==> src/rtl/fca_pkg.sv <==
package fca_pkg;

  // Default size of the FAT byte store.
  localparam int unsigned FAT_TABLE_BYTES_DEF = 8192;

  // Byte offsets are kept one bit wider than the largest store so that an
  // offset can be compared against the store size.
  localparam int unsigned OFF_W = 14;

  localparam int unsigned CFG_IDX_W  = 3;
  localparam int unsigned CFG_DATA_W = 12;

  localparam int unsigned SECTOR_BYTES    = 512;
  localparam int unsigned DIR_ENTRY_BYTES = 32;
  localparam int unsigned ROOT_SHIFT      = $clog2(SECTOR_BYTES / DIR_ENTRY_BYTES);

  localparam logic [11:0] ENTRY_MASK = 12'hFFF;
  localparam logic [11:0] EOC_MASK   = 12'hFF0;

  // Serial divider widths: a 20-bit dividend and a 14-bit divisor that holds
  // either sectors_per_track or head_count.
  localparam int unsigned QUO_W  = 20;
  localparam int unsigned DIVS_W = 14;
  localparam int unsigned CNT_W  = $clog2(QUO_W);

  typedef enum logic [CFG_IDX_W-1:0] {
    REG_RESERVED_SECTORS    = 3'd0,
    REG_FAT_SECTORS         = 3'd1,
    REG_FAT_COUNT           = 3'd2,
    REG_ROOT_ENTRIES        = 3'd3,
    REG_SECTORS_PER_CLUSTER = 3'd4,
    REG_SECTORS_PER_TRACK   = 3'd5,
    REG_HEAD_COUNT          = 3'd6
  } cfg_reg_e;

  typedef enum logic {
    OP_WRITE  = 1'b0,
    OP_FOLLOW = 1'b1
  } op_e;

  typedef enum logic [3:0] {
    S_IDLE,
    S_RD_HI,
    S_ENTRY,
    S_SUM,
    S_DIV1_GO,
    S_DIV1_WAIT,
    S_DIV2_GO,
    S_DIV2_WAIT,
    S_DONE
  } fca_state_e;

  typedef struct packed {
    logic        op;
    logic [12:0] byte_address;
    logic [7:0]  byte_value;
    logic [11:0] cluster;
  } in_word_t;

  typedef struct packed {
    logic [11:0] next_cluster;
    logic        end_of_chain;
    logic        bad_cluster;
    logic [19:0] logical_sector;
    logic [19:0] track;
    logic        head;
    logic [5:0]  sector;
  } out_word_t;

  typedef struct packed {
    logic              start;
    logic [QUO_W-1:0]  dividend;
    logic [DIVS_W-1:0] divisor;
  } div_req_t;

  typedef struct packed {
    logic              busy;
    logic              done;
    logic [QUO_W-1:0]  quotient;
    logic [DIVS_W-1:0] remainder;
  } div_rsp_t;

endpackage

==> src/rtl/fca_divider.sv <==
module fca_divider (
  input  logic               clk_i,
  input  logic               rst_ni,
  input  fca_pkg::div_req_t  req_i,
  output fca_pkg::div_rsp_t  rsp_o
);
  import fca_pkg::*;

  logic              busy_q, busy_d;
  logic              done_q, done_d;
  logic [CNT_W-1:0]  cnt_q, cnt_d;
  logic [QUO_W-1:0]  quo_q, quo_d;
  logic [DIVS_W-1:0] rem_q, rem_d;
  logic [DIVS_W-1:0] divisor_q, divisor_d;
  logic [DIVS_W:0]   trial;
  logic [DIVS_W:0]   diff;
  logic              ge;

  // Restoring division: one quotient bit per cycle, dividend shifted out
  // of the quotient register MSB first.
  always_comb begin
    trial = {rem_q, quo_q[QUO_W-1]};
    diff  = trial - {1'b0, divisor_q};
    ge    = (trial >= {1'b0, divisor_q});
  end

  always_comb begin
    busy_d    = busy_q;
    done_d    = 1'b0;
    cnt_d     = cnt_q;
    quo_d     = quo_q;
    rem_d     = rem_q;
    divisor_d = divisor_q;
    if (req_i.start && !busy_q) begin
      busy_d    = 1'b1;
      cnt_d     = '0;
      quo_d     = req_i.dividend;
      rem_d     = '0;
      divisor_d = req_i.divisor;
    end else if (busy_q) begin
      quo_d = {quo_q[QUO_W-2:0], ge};
      rem_d = ge ? diff[DIVS_W-1:0] : trial[DIVS_W-1:0];
      cnt_d = cnt_q + CNT_W'(1);
      if (cnt_q == CNT_W'(QUO_W - 1)) begin
        busy_d = 1'b0;
        done_d = 1'b1;
      end
    end
  end

  always_ff @(posedge clk_i or negedge rst_ni) begin
    if (!rst_ni) begin
      busy_q <= 1'b0;
      done_q <= 1'b0;
      cnt_q  <= '0;
    end else begin
      busy_q <= busy_d;
      done_q <= done_d;
      cnt_q  <= cnt_d;
    end
  end

  always_ff @(posedge clk_i) begin
    quo_q     <= quo_d;
    rem_q     <= rem_d;
    divisor_q <= divisor_d;
  end

  assign rsp_o.busy      = busy_q;
  assign rsp_o.done      = done_q;
  assign rsp_o.quotient  = quo_q;
  assign rsp_o.remainder = rem_q;

endmodule

==> config.mk <==
export PLATFORM = sky130hd
export DESIGN_NAME = fca_divider
export DESIGN_NICKNAME = d
export VERILOG_FILES = /design/src/rtl/fca_pkg.sv /design/src/rtl/fca_divider.sv
export SDC_FILE = /design/constraint.sdc
export NUM_CORES = 1
export LEC_CHECK = 0
export BUFFER_PORTS_ARGS = -buffer_cell sky130_fd_sc_hd__buf_2
export CORE_UTILIZATION = 40
export CTS_BUF_LIST = sky130_fd_sc_hd__clkbuf_16
export CTS_CLUSTER_DIAMETER = 40
export DETAILED_ROUTE_END_ITERATION = 7
export PLACE_DENSITY_LB_ADDON = 0.12
export SLEW_MARGIN = 20
export SYNTH_ARGS = -nofsm -noshare
export SYNTH_HDL_FRONTEND = slang
export SYNTH_SLANG_ARGS = --single-unit
==> constraint.sdc <==
create_clock -name clk_i -period 2.8 [get_ports clk_i]
set_input_delay 0.84 -clock clk_i [delete_from_list [all_inputs] [get_ports clk_i]]
set_output_delay 0.84 -clock clk_i [all_outputs]
set_load 0.02 [all_outputs]
==> results by group, run 1 <==
Placement
  – # placed instances: between 400 and 500
  – Global placement routability congestion: around 0.90
  – Count of input and output buffers: 72
  – Half-perimeter wire length after placement: 4820 um
  – Post-placement setup slack: about 0.39 ns

Global routing
  – Vias in the first global route: between 2000 and 2500
  – Gr ovfl total: 0
  – Global-route wire length before repair: approximately 11000 um
  – Total routing usage reported by global routing: a little under a fifth
  – Antenna violations before repair: 0
  – Maximum number of pins on one net before global-route repair: 25

Worst setup path
  – Capturing element type of the critical path: flop
  – Category of the worst setup path launch point: flop
  – Kind of critical path: flop to flop
  – Critical path arrival: about 2.6 ns
  – Worst Path Required: 2.99 ns
  – Maximum fanout along the worst path: 12

Layout
  – Fraction of layout cells with a size suffix above 1: between 30% and 40%
  – Post-layout instance count excluding filler cells: between 400 and 500
  – Area grow syn2layout: 21.6%
  – Flip-flop and latch area: between 1000 and 1500 sq um
  – Number of fill cells in the layout: 662
  – Area used by multi-input combinational logic: roughly 1400 sq um
  – Final net count: a little under 400
  – Antenna diodes: 0

Clocking
  – Post-CTS clock slew at the launch and capture registers of the worst setup and hold paths: around 0.070 ns
  – Count of clock tree sinks: 55
  – Buffers inserted during post-CTS setup optimization: 0
  – Total of hold buffers inserted after clock tree synthesis: 0
  – H-Tree Depth: 2
  – Worst skew pair latency: just under 0.3 ns
  – Clock tree from TritonCTS: yes
  – Buffers from clock root to sink, at most: 2
  – Master cell of the clock root buffer: sky130_fd_sc_hd__clkbuf_16
  – Post-CTS Resized: 0
  – Number of buffers inserted during clock tree synthesis: 5

Yosys
  – YS warnings: 0
  – Prevailing post-synth register cell: sky130_fd_sc_hd__edfxtp_1
  – Cell taking the most area after synthesis: sky130_fd_sc_hd__edfxtp_1
  – List of most frequent post-synthesis cells: sky130_fd_sc_hd__edfxtp_1, sky130_fd_sc_hd__nand2_1, sky130_fd_sc_hd__mux2_2
  – Async SR Flop Fraction: 12.7%
  – Flop and latch count out of synthesis: 55
  – Cell Area, Synth: about 3000 sq um
  – Top-area cell type share of the netlist area: around a third
  – Gate count after technology mapping: 267
  – Sequential share of the synthesized area: roughly half
  – Post-synth net total: about 320
  – Post-synth EDFFs: 34
  – Number of different library cells in the post-synthesis netlist: 50
  – Most frequent cell after synthesis: sky130_fd_sc_hd__edfxtp_1
  – Average instance area after synthesis: roughly 11 sq um
  – Top cells by area in the synthesized netlist: sky130_fd_sc_hd__edfxtp_1, sky130_fd_sc_hd__dfxtp_1, sky130_fd_sc_hd__mux2_2

Flow run
  – Max-Cap Viols: 0

STA
  – Post-route fraction of the period consumed by the critical path: between 80% and 90%
  – Rel. slew slack: between 40% and 50%
  – Minimum clock period after layout: approximately 2.4 ns
  – Hold violation total from the final report: 0
  – Setup TNS: 0 ns
  – Timing-limited maximum frequency: around 420 MHz
  – Transition time of the tightest slew-check pin: between 0.8 and 0.9 ns
  – Skew final: 0.00656 ns
  – Number of pins with negative max-slew slack in the final report: 0
  – Final setup vio count: 0
  – Unrepaired setup endpoints after global routing: no
  – Min setup slack post-route: between 0.4 and 0.5 ns

Worst hold path
  – Tightest Hold Check Type: input port to async pin

Outcome
  – Outcome: finished, final reports clean

Floorplanning
  – Chip Height: about 88 um
  – DIE AREA: between 7000 and 8000 sq um
  – Core outline area: ~7000 sq um
  – Count of pins on the block boundary: 73
  – Effective utilization at floorplan: around 43%
  – Horiz. Die Dim: ~90 um
  – Std cell rows: 30

Pwr
  – Post-layout power: between 4 and 5 mW
  – Fraction of power spent switching nets: 41.9%
  – Sequential Power Share: approximately a third
  – Highest ir drop seen on vdd: ~0.5 mV
  – Clock share of power: 13.3%
  – Net Sw Power: roughly 1.9 mW
  – Power per standard cell area: around 1300 nW/um^2
  – Combinational power share: a little over half
  – Internal power: around 2.7 mW
  – P_leak: between 1.5 and 2 nW

Routing
  – Routed len/inst: around 15 um
  – Count of routing violations after the opening detailed-route iteration: 120
  – Post-detailed-route via-to-cell ratio: approximately 5
  – Vias: ~2200
  – DRC errors left: 0
  – Detail Route Antenna Nets: 0
  – Router iterations before antenna repair: 4
  – WL final: roughly 6600 um
-- logic make-up after synthesis --
logic type | count (synthesis) | share of synthesized area [%]
compound gates | 66 | 15.9
flops | 55 | 50.0
buf+inv | 31 | 4.45
mux | 20 | 7.63
fa+ha+maj | 17 | 7.46
xor+xnor | 14 | 4.15
simple gates | 64 | 10.4
-- worst max-delay path, cell delays in order, from the launching register on --
cell and delay [ns]:
sky130_fd_sc_hd__dfxtp_1 0.34, sky130_fd_sc_hd__ha_1 0.41, sky130_fd_sc_hd__a21oi_4 0.19, sky130_fd_sc_hd__a21oi_2 0.08
sky130_fd_sc_hd__o31a_1 0.30, sky130_fd_sc_hd__o21a_1 0.35, sky130_fd_sc_hd__or3_1 0.38, sky130_fd_sc_hd__a32o_1 0.24
-- stage by stage --
stage / area (sq um) / hold slack, ns / utilization, %
2_1_floorplan: 2950 / 0.474 / -
3_3_place_gp: 3450 / 0.483 / 49.7
3_5_place_dp: 3450 / 0.485 / 49.7
4_1_cts: 3590 / 0.375 / 51.7
5_1_grt: 3590 / 0.376 / 51.7
6_report: 3590 / 0.371 / 51.7
-- power by group through the flow --
stage	registers, mW	clock network, mW	logic (mW)
finish	1.54	0.608	2.43
global route	1.59	0.657	2.68
floorplan	1.81	0	1.50
CTS	1.55	0.624	2.44
global placement	1.55	0	2.44
detailed placement	1.56	0	2.43
-- layout by cell type, fill, tap and decap left out, drive strengths merged, types with 3 or more instances in the layout --
| cell | synthesis | routed |
|---|---|---|
| o31ai | 5 | 5 |
| nand4 | 6 | 6 |
| edfxtp | 34 | 34 |
| a21oi | 14 | 14 |
| dfxtp | 14 | 14 |
| nand3 | 4 | 4 |
| a211o | 3 | 3 |
| dfrtp | 7 | 7 |
| xor2 | 5 | 5 |
| nand2 | 28 | 28 |
| ha | 16 | 16 |
| buf | 6 | 81 |
| inv | 18 | 19 |
| nor3 | 6 | 6 |
| clkbuf | 6 | 5 |
| xnor2 | 9 | 9 |
| nor2 | 7 | 7 |
| mux2 | 20 | 20 |
| o21ai | 11 | 11 |
| and2 | 4 | 4 |
| o211ai | 9 | 9 |
| a211oi | 3 | 3 |
| a21o | 7 | 7 |
-- worst paths after layout --
check	start	to	slack [ns]	cells past startpoint
min in group clk_i	rem_q[6]$_SDFFE_PP0P_	rem_q[6]$_SDFFE_PP0P_	0.49	2
min	rst_ni	done_q$_DFF_PN0_	0.37	1
max in group asynchronous	rst_ni	cnt_q[0]$_DFFE_PN0P_	2.27	1
max	rem_q[1]$_SDFFE_PP0P_	rem_q[2]$_SDFFE_PP0P_	0.40	7
max reg2reg	rem_q[1]$_SDFFE_PP0P_	rem_q[2]$_SDFFE_PP0P_	0.40	7
min reg2reg	rem_q[6]$_SDFFE_PP0P_	rem_q[6]$_SDFFE_PP0P_	0.49	2
-- flip-flops by register name (all words and copies together) (netlist names) --
signal / cells
done_q: 1
quo_q: 20
busy_q: 1
cnt_q: 5
divisor_q: 14
rem_q: 14
-- layout make-up --
type,count,share of cell area [%]
flip-flops and latches,55,41.1
clock inverters,3,0.453
well taps,96,3.35
multi-input cells,181,37.7
inverters,19,1.99
repair buffers,81,11.9
clock buffers,5,3.49
-- metal layers --
layer,part of all wire [%],GRT usage (%),wire length (um),vias up
met5,0,0,0,-
met3,6.1,3.96,401,7
met2,44,28.8,2890,66
li1,-,-,-,1137
met1,49,25.7,3230,1032
met4,1.3,5.81,88,0
Power figures use the tool's default switching activity.
==> run 2: changes to the inputs <==
--- a/config.mk
+++ b/config.mk
@@ -5,6 +5,7 @@
 export SDC_FILE = /design/constraint.sdc
 export NUM_CORES = 1
 export LEC_CHECK = 0
+export ABC_AREA = 1
 export BUFFER_PORTS_ARGS = -buffer_cell sky130_fd_sc_hd__buf_2
 export CORE_UTILIZATION = 40
 export CTS_BUF_LIST = sky130_fd_sc_hd__clkbuf_16
==> run 2 against run 1 <==
- register-to-register slack improved by 0.23 ns
- clock skew about the same
- sequential share of layout area decreased by 3.9 points
- first-iteration DRC count decreased by 33%
- core utilization decreased by 3.5 points
- non-clock buffer count decreased by 4
- critical endpoint is now rem_q[6]$_SDFFE_PP0P_
- largest power group unchanged
==> results by group, run 2 <==
Outcome
  – Outcome: finished, final reports clean

Yosys
  – Cell taking the most area after synthesis: sky130_fd_sc_hd__edfxtp_1
  – Top cells by area in the synthesized netlist: sky130_fd_sc_hd__edfxtp_1, sky130_fd_sc_hd__nand2_1, sky130_fd_sc_hd__dfxtp_1
  – Most frequent cell after synthesis: sky130_fd_sc_hd__nand2_1
  – Post-synth EDFFs: 34
  – Async SR Flop Fraction: between 10% and 20%
  – Post-synth net total: between 400 and 500
  – Cell Area, Synth: ~3400 sq um
  – Number of different library cells in the post-synthesis netlist: 34
  – Flop and latch count out of synthesis: 55
  – Gate count after technology mapping: between 400 and 500
  – Average instance area after synthesis: 8.03 sq um
  – Top-area cell type share of the netlist area: between 30% and 40%
  – Sequential share of the synthesized area: approximately 44%
  – List of most frequent post-synthesis cells: sky130_fd_sc_hd__nand2_1, sky130_fd_sc_hd__inv_1, sky130_fd_sc_hd__edfxtp_1
  – YS warnings: 0
  – Prevailing post-synth register cell: sky130_fd_sc_hd__edfxtp_1

Routing
  – DRC errors left: 0
  – Vias: between 2000 and 3000
  – Count of routing violations after the opening detailed-route iteration: 80
  – Post-detailed-route via-to-cell ratio: 4.64
  – WL final: between 7000 and 8000 um
  – Router iterations before antenna repair: 5
  – Routed len/inst: roughly 13 um
  – Detail Route Antenna Nets: 0

Clocking
  – H-Tree Depth: 2
  – Clock tree from TritonCTS: yes
  – Buffers inserted during post-CTS setup optimization: 0
  – Number of buffers inserted during clock tree synthesis: 5
  – Worst skew pair latency: 0.30 ns
  – Buffers from clock root to sink, at most: 2
  – Count of clock tree sinks: 55
  – Master cell of the clock root buffer: sky130_fd_sc_hd__clkbuf_16
  – Post-CTS Resized: 0
  – Post-CTS clock slew at the launch and capture registers of the worst setup and hold paths: 0.08 ns
  – Total of hold buffers inserted after clock tree synthesis: 0

STA
  – Unrepaired setup endpoints after global routing: no
  – Timing-limited maximum frequency: 460 MHz
  – Minimum clock period after layout: ~2.2 ns
  – Rel. slew slack: 70.6%
  – Skew final: 0.00703 ns
  – Number of pins with negative max-slew slack in the final report: 0
  – Hold violation total from the final report: 0
  – Transition time of the tightest slew-check pin: ~0.44 ns
  – Setup TNS: 0 ns
  – Post-route fraction of the period consumed by the critical path: between 70% and 80%
  – Final setup vio count: 0
  – WHS: approximately 0.36 ns

Global routing
  – Total routing usage reported by global routing: about a fifth
  – Global-route wire length before repair: approximately 13000 um
  – Antenna violations before repair: 0
  – Maximum number of pins on one net before global-route repair: 34
  – Gr ovfl total: 0
  – Vias in the first global route: about 2700

Floorplanning
  – Horiz. Die Dim: about 94 um
  – Core outline area: 8220 sq um
  – Effective utilization at floorplan: about two fifths
  – Count of pins on the block boundary: 73
  – DIE AREA: around 8800 sq um
  – Std cell rows: 33
  – Chip Height: roughly 94 um

Flow run
  – Max-Cap Viols: 0

Worst setup path
  – Worst Path Required: 2.99 ns
  – Critical path arrival: 2.37 ns
  – Delay contributed by the slowest stage of the critical path: 0.44 ns
  – Most repeated library cell on the critical path: sky130_fd_sc_hd__nand3_1
  – Category of the worst setup path launch point: flop
  – WP buf/inv: 2
  – Kind of critical path: flop to flop
  – Critical-path cell list: inv_1, ha_1, inv_1, fa_1, nand3_1, nand3_1, a21oi_1, xor2_1, nand2_2, nand3_1, nand2_1
  – Crit-path leading delay family: adder cells
  – Maximum fanout along the worst path: 4
  – Slowest stage cell on the critical path: sky130_fd_sc_hd__fa_1
  – Capturing element type of the critical path: flop

Pwr
  – Highest ir drop seen on vdd: roughly 0.42 mV
  – P_leak: 2.04 nW
  – Power per standard cell area: 1210 nW/um^2

Layout
  – Number of fill cells in the layout: between 800 and 900
  – Most frequent standard cell in the layout excluding fill and tap cells: sky130_fd_sc_hd__nand2_1
  – Fraction of layout cells with a size suffix above 1: around 25%
  – Antenna diodes: 0
  – Final net count: ~550
  – Area grow syn2layout: 16.9%
  – Max reg flops: 20
  – Largest register by flop count: quo_q
  – Regs by FF count: quo_q: 20 flops, divisor_q: 14 flops, rem_q: 14 flops
  – Leading cell types in the layout, fill and taps excluded: sky130_fd_sc_hd__nand2_1, sky130_fd_sc_hd__buf_2, sky130_fd_sc_hd__inv_1, sky130_fd_sc_hd__edfxtp_1, sky130_fd_sc_hd__nand3_1

Placement
  – Global placement routability congestion: around 0.84
  – Count of input and output buffers: 72
  – Half-perimeter wire length after placement: 5590 um

Worst hold path
  – Tightest Hold Check Type: input port to async pin
[run 2: changes by cell type after synthesis, sizes merged, moves of 5 or more]
cell / previous run / this run
nand2: 28 / 161
inv: 18 / 65
nand3: 4 / 42
mux2: 20 / 0
nor2: 7 / 24
o211ai: 9 / 0
a21o: 7 / 0
a21oi: 14 / 8
nand3b: 2 / 7
nor3: 6 / 1
o31ai: 5 / 0
[run 2: stage by stage]
step	power [mW]	instance area [sq um]	utilization, %	setup WS (ns)	instances
detailed placement	4.16	3810	46.4	0.609	590
finish	4.78	3960	48.2	0.626	598
global route	5.26	3960	48.2	0.406	598
floorplan	3.56	3390	-	0.784	422
CTS	4.83	3960	48.2	0.585	598
global placement	4.15	3810	46.4	0.596	590
[run 2: power breakdown]
group | switching [mW] | internal (mW) | total (mW)
logic | 1.69 | 0.962 | 2.65
registers | 0.227 | 1.26 | 1.48
clock network | 0.310 | 0.336 | 0.646
total | 2.23 | 2.55 | 4.78
[run 2: worst paths after layout]
path	end	cells after the start	start	slack (ns)
max in group asynchronous	cnt_q[1]$_DFFE_PN0P_	1	rst_ni	2.29
min in group clk_i	rem_q[5]$_SDFFE_PP0P_	2	rem_q[5]$_SDFFE_PP0P_	0.48
min reg2reg	rem_q[5]$_SDFFE_PP0P_	2	rem_q[5]$_SDFFE_PP0P_	0.48
max reg2reg	rem_q[6]$_SDFFE_PP0P_	11	quo_q[19]$_DFFE_PP_	0.63
max	rem_q[6]$_SDFFE_PP0P_	11	quo_q[19]$_DFFE_PP_	0.63
min	cnt_q[3]$_DFFE_PN0P_	1	rst_ni	0.36
[run 2: area by class of cell]
class	count	area, sq um	share of cell area, %
Multi-Input combinational cell	288	1560	39.5
Clock inverter	3	22.5	0.569
Clock buffer	5	125	3.16
Inverter	65	244	6.16
Timing Repair Buffer	77	398	10.0
Sequential cell	55	1480	37.3
Tap cell	105	131	3.32
[run 2: kinds of logic after synthesis]
family	after synthesis	share of synthesized area, %
AOI/OAI and AO/OA	22	4.06
xor gates and xnor gates	6	1.55
adders and majority gates	17	6.50
buffers and inverters	79	10.3
DFF	55	43.6
and+or+nand+nor	243	34.0
[run 2: worst reg2reg max path, delay by kind of cell, from the launching register on]
kind	cells	cell delay, ns
and+or+nand+nor	5	0.50
buffers and inverters	2	0.17
adders and majority gates	2	0.60
AOI/OAI and AO/OA	1	0.22
xor gates and xnor gates	1	0.19
DFF	1	0.40
[run 2: per-layer routing]
layer	share of wire [%]	vias to the layer above	GRT usage, %	wire [um]
met2	45	63	31.0	3460
met1	48	1236	24.1	3670
met3	5.5	6	5.02	418
met4	0.93	0	4.62	71
met5	0	-	0	0
li1	-	1471	-	-
==> run 3: changes to the inputs <==
--- a/config.mk
+++ b/config.mk
@@ -5,7 +5,7 @@
 export SDC_FILE = /design/constraint.sdc
 export NUM_CORES = 1
 export LEC_CHECK = 0
-export ABC_AREA = 1
+export ABC_AREA = 0
 export BUFFER_PORTS_ARGS = -buffer_cell sky130_fd_sc_hd__buf_2
 export CORE_UTILIZATION = 40
 export CTS_BUF_LIST = sky130_fd_sc_hd__clkbuf_16
==> constraint.sdc (replaced) <==
create_clock -name clk_i -period 1.9 [get_ports clk_i]
set_input_delay 0.57 -clock clk_i [delete_from_list [all_inputs] [get_ports clk_i]]
set_output_delay 0.57 -clock clk_i [all_outputs]
set_load 0.02 [all_outputs]
==> run 3 against run 2 <==
- register-to-register slack worse by 0.94 ns
- highest routed layer unchanged
- first-iteration DRC count is 39% higher
- critical path type unchanged
- sequential share of layout area is 2.8 points lower
- total power is 70% higher
- critical path depth is 1 lower
- the run now ends with negative setup slack left
- maximum frequency is 1.6% lower
==> results by group, run 3 (synthesis gave the netlist of run 1 again) <==
Outcome
  – Failing checks: negative setup slack
  – Outcome: finished with violations

Floorplanning
  – Std cell rows: 30
  – Count of pins on the block boundary: between 70 and 80
  – Effective utilization at floorplan: 42.5%
  – Horiz. Die Dim: about 88 um
  – Core outline area: 6940 sq um
  – Chip Height: 87.9 um
  – DIE AREA: slightly below 8000 sq um

Worst setup path
  – Delay contributed by the slowest stage of the critical path: roughly 0.4 ns
  – Critical-path cell list: inv_2, ha_4, inv_2, fa_2, a211o_1, nand4_1, nand4_1, a21oi_2, xnor2_1, a31o_2
  – Maximum fanout along the worst path: 4
  – Slowest stage cell on the critical path: sky130_fd_sc_hd__edfxtp_1
  – Capturing element type of the critical path: flop
  – Worst Path Required: roughly 2.1 ns
  – Kind of critical path: flop to flop
  – Critical path arrival: between 2 and 2.5 ns
  – Category of the worst setup path launch point: flop

Pwr
  – Clock share of power: roughly 11%
  – P_leak: between 1.5 and 2 nW
  – Internal power: 4.88 mW
  – Power per standard cell area: roughly 1900 nW/um^2
  – Net Sw Power: between 3 and 4 mW
  – Fraction of power spent switching nets: approximately two fifths
  – Sequential Power Share: ~27%
  – Highest ir drop seen on vdd: 0.789 mV
  – Combinational power share: 61.7%

Clocking
  – Worst skew pair latency: ~0.29 ns
  – Post-CTS clock slew at the launch and capture registers of the worst setup and hold paths: ~0.07 ns
  – Number of buffers inserted during clock tree synthesis: 5
  – Total of hold buffers inserted after clock tree synthesis: 0
  – Buffers from clock root to sink, at most: 2
  – H-Tree Depth: 2
  – Master cell of the clock root buffer: sky130_fd_sc_hd__clkbuf_16
  – Count of clock tree sinks: 55
  – Clock tree from TritonCTS: yes

STA
  – Number of pins with negative max-slew slack in the final report: 0
  – Rel. slew slack: between 70% and 80%
  – Timing-limited maximum frequency: approximately 450 MHz
  – Transition time of the tightest slew-check pin: 0.384 ns
  – Final setup vio count: 15
  – WHS: roughly 0.093 ns
  – Minimum clock period after layout: ~2.2 ns
  – Skew final: 0.00600 ns
  – Hold violation total from the final report: 0
  – Post-route fraction of the period consumed by the critical path: 116%
  – Min setup slack post-route: -0.309 ns
  – Unrepaired setup endpoints after global routing: yes

Placement
  – Half-perimeter wire length after placement: roughly 5400 um
  – Count of input and output buffers: 72
  – # placed instances: about 500
  – Global placement routability congestion: just over 0.8
  – Area post-placement: approximately 3900 sq um

Routing
  – Router iterations before antenna repair: 4
  – Detail Route Antenna Nets: 0
  – WL final: between 7000 and 8000 um
  – Count of routing violations after the opening detailed-route iteration: ~110
  – DRC errors left: 0
  – Vias: roughly 2500
  – Routed len/inst: 14.7 um
  – Post-detailed-route via-to-cell ratio: around 5.0

Global routing
  – Maximum number of pins on one net before global-route repair: 25
  – Vias in the first global route: 2498
  – Antenna violations before repair: 0
  – Total routing usage reported by global routing: just over 20%
  – Gr ovfl total: 0
  – Global-route wire length before repair: ~12000 um

Flow run
  – Max-Cap Viols: 0

Layout
  – Leading cell types in the layout, fill and taps excluded: sky130_fd_sc_hd__buf_2, sky130_fd_sc_hd__buf_4, sky130_fd_sc_hd__edfxtp_1, sky130_fd_sc_hd__nand2_1, sky130_fd_sc_hd__mux2_2
  – Regs by FF count: quo_q: 20 flops, divisor_q: 14 flops, rem_q: 14 flops
  – Core utilization of the finished layout: around 62%
  – Fraction of layout cells with a size suffix above 1: a little over half
  – Area grow syn2layout: 45.9%
  – Most frequent standard cell in the layout excluding fill and tap cells: sky130_fd_sc_hd__buf_2
  – Max reg flops: 20
  – Number of fill cells in the layout: approximately 580
  – Antenna diodes: 0
  – Final design area excluding fillers: between 4000 and 5000 sq um
  – Post-layout instance count excluding filler cells: 504
  – Largest register by flop count: quo_q
  – Final net count: about 460

Worst hold path
  – Tightest Hold Check Type: input port to async pin
## run 3: through the flow
stage	power, mW	TNS (ns)	worst slack [ns]
2_1_floorplan	5.01	-1.66	-0.239
3_3_place_gp	6.75	-2.97	-0.266
3_5_place_dp	6.79	-3.60	-0.290
4_1_cts	8.02	-3.29	-0.300
5_1_grt	8.68	-4.80	-0.400
6_report	8.12	-3.31	-0.309
## run 3: timing repair
action                     in CTS  in global routing
setup endpoints to repair      15                 15
pin swaps                      14                  5
buffers inserted                6                  3
gates resized for setup        22                 11
## run 3: worst paths after layout
path / start / to / slack (ns) / cells after the start
hold / removal: rst_ni / cnt_q[0]$_DFFE_PN0P_ / 0.09 / 1
min in group clk_i: req_i[10] / divisor_q[10]$_DFFE_PP_ / 0.45 / 1
setup reg to reg: quo_q[19]$_DFFE_PP_ / rem_q[12]$_SDFFE_PP0P_ / -0.31 / 10
max in group asynchronous: rst_ni / cnt_q[3]$_DFFE_PN0P_ / 1.66 / 1
setup / recovery: quo_q[19]$_DFFE_PP_ / rem_q[12]$_SDFFE_PP0P_ / -0.31 / 10
hold reg to reg: cnt_q[0]$_DFFE_PN0P_ / cnt_q[0]$_DFFE_PN0P_ / 0.51 / 1
## run 3: final cells by class
| type | count | area [sq um] | area share [%] |
|---|---|---|---|
| Multi-Input combinational cell | 181 | 1520 | 35.3 |
| Clock inverter | 3 | 17.5 | 0.407 |
| Clock buffer | 5 | 125 | 2.90 |
| Inverter | 19 | 75.1 | 1.74 |
| Sequential cell | 55 | 1490 | 34.5 |
| Timing Repair Buffer | 145 | 963 | 22.4 |
| Tap cell | 96 | 120 | 2.79 |
## run 3: critical path, delay by kind of cell (launching register included)
kind                     cells  cell delay (ns)
AO/OA/AOI/OAI                3             0.75
flip-flops                   1             0.40
adder cells (fa/ha/maj)      2             0.48
AND/OR/NAND/NOR              2             0.25
XOR/XNOR                     1             0.08
buffers and inverters        2             0.14
## run 3: power by group through the flow
stage	registers, mW	logic, mW	clock network (mW)
after floorplan	2.70	2.31	0
after global placement	2.20	4.55	0
after detailed placement	2.20	4.60	0
after CTS	2.22	4.88	0.926
after global routing	2.27	5.43	0.972
final	2.22	5.01	0.899
## run 3: routing by layer
layer | up-vias | GRT usage, % | part of all wire, % | wire, um
met1 | 1173 | 26.0 | 45 | 3310
li1 | 1266 | - | - | -
met3 | 9 | 3.96 | 5.2 | 387
met5 | - | 0 | 0 | 0
met2 | 62 | 34.4 | 49 | 3620
met4 | 0 | 5.51 | 1.1 | 82
